==> src/rtl/mfa_pkg.sv <==
// Package for the mixed fraction ALU: operation codes, widths and shared types.
// No dependencies.
package mfa_pkg;

  localparam int WW = 40;

  typedef enum logic [1:0] {
    OP_ADD = 2'd0,
    OP_SUB = 2'd1,
    OP_MUL = 2'd2,
    OP_DIV = 2'd3
  } op_t;

  typedef struct packed {
    logic start;
    logic [WW-1:0] a;
    logic [WW-1:0] b;
  } div_req_t;

  typedef struct packed {
    logic done;
    logic [WW-1:0] quo;
    logic [WW-1:0] rem;
  } div_rsp_t;

endpackage

==> src/rtl/mfa_divider.sv <==
// Bit-serial unsigned restoring divider, one quotient bit per cycle.
// Depends on mfa_pkg.
module mfa_divider
  import mfa_pkg::*;
(
  input  logic     clk,
  input  logic     rst_n,
  input  div_req_t req,
  output div_rsp_t rsp
);

  logic [WW-1:0] q_r, q_nxt, r_r, r_nxt, d_r, d_nxt;
  logic [5:0]    cnt_r, cnt_nxt;
  logic          busy_r, busy_nxt, done_r, done_nxt;
  logic [WW:0]   trial;

  always_comb begin
    q_nxt = q_r;
    r_nxt = r_r;
    d_nxt = d_r;
    cnt_nxt = cnt_r;
    busy_nxt = busy_r;
    done_nxt = 1'b0;
    trial = {r_r, q_r[WW-1]} - {1'b0, d_r};
    if (req.start) begin
      q_nxt = req.a;
      r_nxt = '0;
      d_nxt = req.b;
      cnt_nxt = 6'(WW);
      busy_nxt = 1'b1;
    end else if (busy_r) begin
      if (!trial[WW]) begin
        r_nxt = trial[WW-1:0];
        q_nxt = {q_r[WW-2:0], 1'b1};
      end else begin
        r_nxt = {r_r[WW-2:0], q_r[WW-1]};
        q_nxt = {q_r[WW-2:0], 1'b0};
      end
      cnt_nxt = cnt_r - 6'd1;
      if (cnt_r == 6'd1) begin
        busy_nxt = 1'b0;
        done_nxt = 1'b1;
      end
    end
  end

  always_ff @(posedge clk) begin
    if (!rst_n) begin
      busy_r <= 1'b0;
      done_r <= 1'b0;
      cnt_r <= '0;
    end else begin
      busy_r <= busy_nxt;
      done_r <= done_nxt;
      cnt_r <= cnt_nxt;
    end
    q_r <= q_nxt;
    r_r <= r_nxt;
    d_r <= d_nxt;
  end

  assign rsp.done = done_r;
  assign rsp.quo = q_r;
  assign rsp.rem = r_r;

endmodule

==> config.mk <==
export PLATFORM = sky130hd
export DESIGN_NAME = mfa_divider
export DESIGN_NICKNAME = d
export VERILOG_FILES = /design/src/rtl/mfa_pkg.sv /design/src/rtl/mfa_divider.sv
export SDC_FILE = /design/constraint.sdc
export NUM_CORES = 1
export LEC_CHECK = 0
export BUFFER_PORTS_ARGS = -buffer_cell sky130_fd_sc_hd__buf_4
export CORE_ASPECT_RATIO = 0.9
export CORE_UTILIZATION = 30
export CTS_CLUSTER_SIZE = 10
export DETAILED_ROUTE_END_ITERATION = 12
export SETUP_SLACK_MARGIN = 0.5
export SYNTH_ARGS = -nofsm -noshare
export SYNTH_HDL_FRONTEND = slang
export SYNTH_SLANG_ARGS = --single-unit
==> constraint.sdc <==
create_clock -name clk -period 3.7 [get_ports clk]
set_clock_uncertainty 0.2 [all_clocks]
set_input_delay 0.37 -clock clk [delete_from_list [all_inputs] [get_ports clk]]
set_output_delay 0.37 -clock clk [all_outputs]
set_load 0.05 [all_outputs]
## Word-level counts from Yosys, hierarchy flattened

Index checks and enable logic that the tools add are counted.

| storage, ports and cells | value |
|---|---|
| bits in registers | 128 |
| output and inout port bits | 81 |
| word-level logic and storage cells | 25 |

| operators by class | value |
|---|---|
| muxes and demuxes | 10 |
| $add $sub $neg | 2 |
| eq/ne operators | 1 |
| reductions and logical operators | 3 |
| bitwise logic cells | 2 |

Operators with widths:

| operator | number |
|---|---|
| two-way mux 40 bit | 3 |
| subtractor 41 x 40 -> 41 bit | 1 |
| two-way mux 6 bit | 2 |
| equality test 6 x 1 -> 1 bit, second input constant | 1 |
| subtractor 6 x 1 -> 6 bit, second input constant | 1 |
| two-way mux 1 bit | 5 |
| OR reduction 3 bit | 1 |
| inverter 1 bit | 2 |
| nonzero test 2 bit | 1 |
| OR reduction 2 bit | 1 |

## Depth between registers and ports, before layout

Gate-level depths: netlist of run 1.

| logic depth | value |
|---|---|
| word-level depth | 4 |
| gate-level depth with buffers | 14 |
| mapped depth without buffers | 13 |

## Worst setup path after synthesis of run 1

Ideal clock, no wire load.

| timing path | value |
|---|---|
| path kind | flip-flop to flip-flop |
| start point | register q_r[39] |
| end point | register r_r[0] |
| stages on the path, launching flop included | 15 |
| clock period less this slack | 3600 ps |
| buffers on the path | 1 |
| setup slack | 100 ps |
| data required time | 3369 ps |
| arrival time | 3269 ps |
| path through | edfxtp_1 -> inv_1 -> ha_1 -> fa_1 -> nand2b_1 -> a21oi_2 -> o211ai_2 -> o21ai_1 -> a21oi_2 -> o211ai_2 -> and2_4 -> xor2_4 -> buf_4 -> mux2i_1 -> o31ai_1 |

| between the ends | value |
|---|---|
| cells in the longest elaborated chain, start to end | 2 |

Ends and longest elaborated chain:

| element | RTL line | source |
|---|---|---|
| start: declaration | mfa_divider.sv:12 | `logic [WW-1:0] q_r, q_nxt, r_r, r_nxt, d_r, d_nxt;` |
| start signal: assignment | mfa_divider.sv:57 | `q_r <= q_nxt;` |
| subtractor 41 x 40 -> 41 bit | mfa_divider.sv:24 | `trial = {r_r, q_r[WW-1]} - {1'b0, d_r};` |
| two-way mux 40 bit (*) | mfa_divider.sv:32 | `if (!trial[WW]) begin` |
| end signal: assignment | mfa_divider.sv:58 | `r_r <= r_nxt;` |
| end: declaration | mfa_divider.sv:12 |  |

Mark *: on every way between the ends. The rest lies on a longest branch, timed or not.
A chain may end at the register's enable or synchronous reset.

## Final worst setup path of run 1

| timing path | value |
|---|---|
| start point | register d_r[0] |
| end point | register r_r[22] |

| between the ends | value |
|---|---|
| cells in the longest elaborated chain, start to end | 2 |

Ends and longest elaborated chain:

| element | RTL line | source |
|---|---|---|
| start: declaration | mfa_divider.sv:12 |  |
| start signal: assignment | mfa_divider.sv:59 | `d_r <= d_nxt;` |
| subtractor 41 x 40 -> 41 bit | mfa_divider.sv:24 |  |
| two-way mux 40 bit | mfa_divider.sv:32 |  |

Every way passes these cells.

==> impl_metrics.yaml, run 1 <==
placement:
  port_buffers: 163
  dp_hpwl_microns: 14430
  gp_congestion: 0.8707
  placed_area_sq_mm: 0.009051
  place_inst: 1174
drt:
  wl_per_cell_microns: 16.48
  drc: 0
  num_vias: 6278
  first_pass_iters: 5
  wirelength_microns: 20940
  drt_iter0_drc: 303
  viasPerCell: 4.939
  ant_nets: 0
critical_path:
  cp-endpoint: "r_r[22]$_SDFFE_PP0P_"
  worstPathArrival_ns: 3.32
  cp.required_ns: 3.79
  worst-setup-path-type: "reg -> reg"
  reg2reg_depth: 14
  r2r-end: "r_r[22]$_SDFFE_PP0P_"
  end_kind: "flip-flop"
  critPathMaxFanout: 8
  startpoint: "d_r[0]$_DFFE_PP_"
  rr_startpoint: "d_r[0]$_DFFE_PP_"
  startpoint_type: "flip-flop"
  r2r_setup_slack_ns: 0.47
timing:
  fmax_mhz: 309.1
  hold_violations: 0
  rsz0062_at_grt: "yes"
  fin_crit_ns: 3.235
  worst_slew_pin_slew_ns: 0.6056
  max_slew_margin_pct: 59.63
  finalSetupTns_ns: 0
  fin_crit_sh_pct: 87.43
  setup_violations: 0
  fin_hold_ws_ns: 0.03786
  drv_slew: 0
pwr:
  swShare_pct: 32.46
  p_int_uw: 3419
  pwr-share-comb_pct: 29.5
  power.leakage_uw: 0.004471
  p_seq_share_pct: 34.6
  power_switching_uw: 1643
  power.density_mw_per_mm2: 475.3
  pwr-share-clk_pct: 35.9
  ir_drop_mv: 0.3969
floorplanning:
  core_sq_mm: 0.02432
  die_h_microns: 151.6
  die-area_sq_mm: 0.02550
  io_pins: 164
  die_x_microns: 168.2
  row_count: 54
  initial_core_util_pct: 30.67
synthesis:
  synth_seq_area_share_pct: 45.09
  synth_edf_count: 80
  ys_async_sr_fraction_pct: 0
  yosysWarnings: 0
  synth_flop_cell: "edfxtp_1"
  syn_area_per_cell_sq_um: 10.30
  synth_fp_nets: 850
  ys_seq_elements: 128
  synth_cell_types: 66
  syn_inst: 724
  syn_area_sq_mm: 0.007460
global_route:
  grt_use_total_pct: 16.39
  grt_pass1_vias: 6152
  antenna_found_initial: 0
  grt-ovfl-total: 0
  grt_max_degree: 65
  grt_pass1_wl_microns: 32130
finish:
  drive_above_1_share_pct: 34.79
  fin_cells: 1271
  fillers: 2342
  fin_nets: 1076
  final_cell_area_sq_mm: 0.01065
  diodes: 0
  syn_to_final_growth_pct: 42.79
clock_network:
  cts_buffer_depth: 2
  clock_latency_ns: 0.43
  cts-root-buf: "clkbuf_16"
  cts_tree: "yes"
  h-tree-depth: 4
  cts_sinks: 128
  cts-buffers-inserted: 17
  clk_pin_slew_worst_paths_ns: 0.06
job:
  drv_cap: 0
min_path:
  hold_path.class: "in -> reg"
  hold_start: "req[40]"
status:
  status: "finished clean"
cell usage in the layout (no fill, tap or decap), drive strengths merged, types with 3 or more instances in the layout:
cell	instances
buf	196
edfxtp	80
nor2	74
inv	50
dfxtp	48
nand2	47
a21oi	47
ha	42
dlygate4sd3	41
mux2	39
a211oi	38
xnor2	31
mux2i	30
o21ai	27
clkbuf	21
a21o	16
nor3	16
xor2	11
nand3	11
nand2b	7
nor2b	7
and3	7
o31ai	7
a21boi	6
o21a	5
a31o	5
a31oi	4
bufinv	4
clkinvlp	4
clkinv	4
o211ai	4
o21bai	3
o311a	3
cell families after synthesis:
family	Yosys count	share of synthesized area, %
xor+xnor	42	5.183
fa+ha+maj	43	7.313
mux	69	9.913
simple gates	180	10.82
compound gates	181	16.89
buf+inv	81	4.797
flops	128	45.09
state kept, by name, summed over array words and instances, names as in the netlist:
| register | cells |
|---|---|
| cnt_r | 6 |
| r_r | 40 |
| done_r | 1 |
| q_r | 40 |
| busy_r | 1 |
| d_r | 40 |
critical path, stage by stage (launching register included):
cell	delay [ns]
edfxtp_1	0.39
ha_2	0.22
fa_2	0.34
nand2b_4	0.16
a21oi_4	0.18
o211ai_4	0.14
o21ai_4	0.18
a21oi_4	0.09
o211ai_2	0.14
and2_4	0.19
xor2_4	0.17
buf_12	0.18
buf_12	0.16
mux2i_4	0.24
a211oi_2	0.09
per-layer routing:
| layer | wire length [microns] | up-vias | global-route usage [%] |
|---|---|---|---|
| met5 | 0 | - | 0 |
| met3 | 1715 | 21 | 6.052 |
| met2 | 9285 | 208 | 25.54 |
| li1 | - | 3106 | - |
| met1 | 9689 | 2943 | 21.15 |
| met4 | 254 | 0 | 4.864 |
worst min-delay path by stage:
stage,end,cells past startpoint
3_3_place_gp,r_r[1]$_SDFFE_PP0P_,2
4_1_cts,q_r[0]$_DFFE_PP_,3
6_report,q_r[0]$_DFFE_PP_,3
3_5_place_dp,r_r[1]$_SDFFE_PP0P_,2
5_1_grt,q_r[10]$_DFFE_PP_,2
2_1_floorplan,cnt_r[1]$_SDFFE_PP0P_,2
power groups by stage:
stage	combinational (uW)	sequential (uW)	clock, uW
after floorplan	672	2040	0
after global placement	1300	1780	0
after detailed placement	1310	1780	0
after CTS	1410	1760	1870
after global routing	1600	1770	1910
final	1490	1750	1820
through the flow:
| step | utilization (%) | total power (uW) | worst slack [ns] |
|---|---|---|---|
| 5_1_grt | 43.79 | 5287 | 0.3482 |
| 2_1_floorplan | - | 2708 | 0.1926 |
| 3_3_place_gp | 37.21 | 3077 | 0.2560 |
| 3_5_place_dp | 37.21 | 3088 | 0.2138 |
| 4_1_cts | 42.59 | 5039 | 0.4528 |
| 6_report | 43.79 | 5063 | 0.4651 |
layout make-up:
cell class,count,area [sq um],area share (%)
multi-input combinational,515,4053,38.05
sequential,128,3368,31.62
timing repair buffer,239,2033,19.09
clock buffer,19,442.9,4.158
tap,308,385.4,3.618
clock inverter,13,185.2,1.739
inverter,49,183.9,1.727
repair_timing:
action | 4_1_cts | 5_1_grt
hold buffers | 41 | 0
gates cloned | 1 | 2
endpoints found under the setup margin | 40 | 41
hold endpoints to repair | 41 | 0
gates resized for setup | 31 | 44
pin swaps | 14 | 12
buffers inserted | 14 | 7
cell usage after synthesis (all sizes together), types with 3 or more instances:
library cell  number  share of area, %
a211oi            38               3.8
a21boi             6              0.60
a21o              16               1.6
a21oi             47               3.3
a31o               5              0.59
a31oi              4              0.34
and3               7              0.59
buf                9               1.2
clkbuf            23               1.2
dfxtp             48                13
edfxtp            80                32
ha                42               7.0
inv               48               2.4
mux2              39               5.9
mux2i             30               4.0
nand2             47               2.4
nand2b             7              0.59
nand3             11              0.74
nor2              74               3.7
nor2b              7              0.59
nor3              16               1.1
o211ai             4              0.60
o21a               5              0.50
o21ai             27               1.8
o21bai             3              0.30
o311a              3              0.40
o31ai              7              0.96
xnor2             31               3.6
xor2              11               1.5
(Power assumes the default switching activity.)
==> run 2: changes to the inputs <==
--- a/config.mk
+++ b/config.mk
@@ -9,2 +9,3 @@
 export CORE_ASPECT_RATIO = 0.9
+export CORE_MARGIN = 1.5
 export CORE_UTILIZATION = 30
==> constraint.sdc (replaced) <==
create_clock -name clk -period 3.7 [get_ports clk]
set_clock_uncertainty 0.2 [all_clocks]
set_input_delay 0.74 -clock clk [delete_from_list [all_inputs] [get_ports clk]]
set_output_delay 0.74 -clock clk [all_outputs]
set_load 0.05 [all_outputs]
==> impl_metrics.yaml, run 2 (same netlist as run 1, synthesis figures left out) <==
clock_network:
  h-tree-depth: 4
  clk_pin_slew_worst_paths_ns: 0.07
  cts_tree: "yes"
  clock_latency_ns: 0.42
  cts-root-buf: "clkbuf_16"
  cts-hold-fix-buffers: 0
  cts_buffer_depth: 2
  cts-buffers-inserted: 17
  cts_sinks: 128
drt:
  ant_nets: 0
  drt_iter0_drc: 399
  wirelength_microns: 20560
  num_vias: 6114
  drc: 0
  wl_per_cell_microns: 16.74
  viasPerCell: 4.979
  first_pass_iters: 5
global_route:
  grt_use_met2_pct: 24.63
  antenna_found_initial: 0
  grt_use_total_pct: 16.00
  use_met3_pct: 6.130
  grt_max_degree: 76
  met1_usage_pct: 21.20
  grt_pass1_vias: 6088
  busiest_layer: "met2"
  grt-ovfl-total: 0
  grt_pass1_wl_microns: 32470
critical_path:
  critPathMaxFanout: 4
  reg2reg_depth: 12
  startpoint: "d_r[1]$_DFFE_PP_"
  startpoint_type: "flip-flop"
  worst-setup-path-type: "reg -> reg"
  r2r-end: "r_r[39]$_SDFFE_PP0P_"
  end_kind: "flip-flop"
  r2r_setup_slack_ns: 0.35
  cp-endpoint: "r_r[39]$_SDFFE_PP0P_"
  worstPathArrival_ns: 3.51
  cp.required_ns: 3.86
  cp_slowest_stage_delay_ns: 0.47
  cp_slowest_cell: "o41a_1"
  rr_startpoint: "d_r[1]$_DFFE_PP_"
  path_cells: "inv_2 > ha_4 > nor2b_4 > o31ai_4 > a21boi_2 > o41a_1 > o211ai_2 > a2111oi_2 > or3_4 > a31o_2 > a21oi_1 > a31o_1"
floorplanning:
  row_count: 54
  die-area_sq_mm: 0.02582
  io_pins: 164
  die_h_microns: 152.6
  die_x_microns: 169.2
  initial_core_util_pct: 30.67
  core_sq_mm: 0.02432
status:
  status: "finished clean"
placement:
  port_buffers: 163
  dp_hpwl_microns: 14060
  gp_congestion: 0.8345
  placed_area_sq_mm: 0.009049
finish:
  syn_to_final_growth_pct: 35.63
  fillers: 2403
  diodes: 0
  layout_common_cells: "buf_4, edfxtp_1, nor2_1"
  finish.utilization_pct: 41.59
  final_common_cell: "buf_4"
  multi_input_area_sq_mm: 0.003993
  final_cell_area_sq_mm: 0.01012
  fin_nets: 1033
  register_area_sq_mm: 0.003368
  largestRegisters: "d_r: 40 flops, q_r: 40 flops, r_r: 40 flops"
  drive_above_1_share_pct: 34.67
timing:
  max_slew_margin_pct: 44.99
  fin_crit_sh_pct: 90.52
  fmax_mhz: 298.6
  rsz0062_at_grt: "yes"
  drv_slew: 0
  hold_violations: 0
  fin_crit_ns: 3.349
  setup_violations: 0
  finalSetupTns_ns: 0
  worst_slew_pin_slew_ns: 0.8252
pwr:
  ir_drop_mv: 0.2871
  power.leakage_uw: 0.004260
  power.density_mw_per_mm2: 484.2
job:
  drv_cap: 0
min_path:
  hold_path.class: "reg -> reg"
[run 2: how the worst min path moves through the flow]
stage	to	slack, ns	from	depth (start not counted)
after global placement	r_r[1]$_SDFFE_PP0P_	0.28	r_r[1]$_SDFFE_PP0P_	2
after CTS	d_r[29]$_DFFE_PP_	0.27	req[29]	1
after detailed placement	r_r[1]$_SDFFE_PP0P_	0.28	r_r[1]$_SDFFE_PP0P_	2
after floorplan	cnt_r[1]$_SDFFE_PP0P_	0.27	cnt_r[1]$_SDFFE_PP0P_	2
after global routing	d_r[39]$_DFFE_PP_	0.27	req[39]	1
final	r_r[1]$_SDFFE_PP0P_	0.29	r_r[1]$_SDFFE_PP0P_	2
[run 2: timing repair]
item | in CTS | in global routing
setup buffers | 16 | 4
setup endpoints to repair | 40 | 41
pin swaps | 22 | 5
gates resized for setup | 29 | 23
gates cloned | 3 | 1
[run 2: critical path, delay by kind of cell (launching register included)]
| kind | cells | cell delay [ns] |
|---|---|---|
| buf+inv | 1 | 0.10 |
| compound gates | 8 | 1.83 |
| flops | 1 | 0.42 |
| fa+ha+maj | 1 | 0.20 |
| simple gates | 2 | 0.54 |
[run 2: metal layers]
| metal | wire length (microns) | vias to the layer above |
|---|---|---|
| met5 | 0 | - |
| met4 | 131 | 0 |
| met3 | 1931 | 11 |
| met2 | 9033 | 212 |
| met1 | 9460 | 2881 |
| li1 | - | 3010 |
[run 2: cell type report]
| cell class | count | share of cell area [%] |
|---|---|---|
| multi-input cells | 515 | 39.46 |
| repair buffers | 196 | 15.83 |
| clock inverters | 14 | 1.546 |
| well taps | 308 | 3.809 |
| clock buffers | 18 | 4.242 |
| inverters | 49 | 1.818 |
| flip-flops and latches | 128 | 33.29 |
[run 2: power by group]
part | internal (uW) | total [uW] | switching [uW] | leakage, uW
clock | 1010 | 1710 | 707 | 0.000276
combinational | 578 | 1440 | 866 | 0.00279
sequential | 1660 | 1740 | 84.2 | 0.00119
total | 3240 | 4900 | 1660 | 0.00426
[run 2: stage by stage]
stage	total power, uW	setup WS (ns)	cells	hold slack, ns
finish	4899	0.3506	1228	0.2875
global route	5133	0.2403	1228	0.2737
CTS	4916	0.4079	1223	0.2749
detailed placement	3085	0.2499	1172	0.2825
global placement	3079	0.2985	1172	0.2804
floorplan	2708	0.1926	724	0.2685
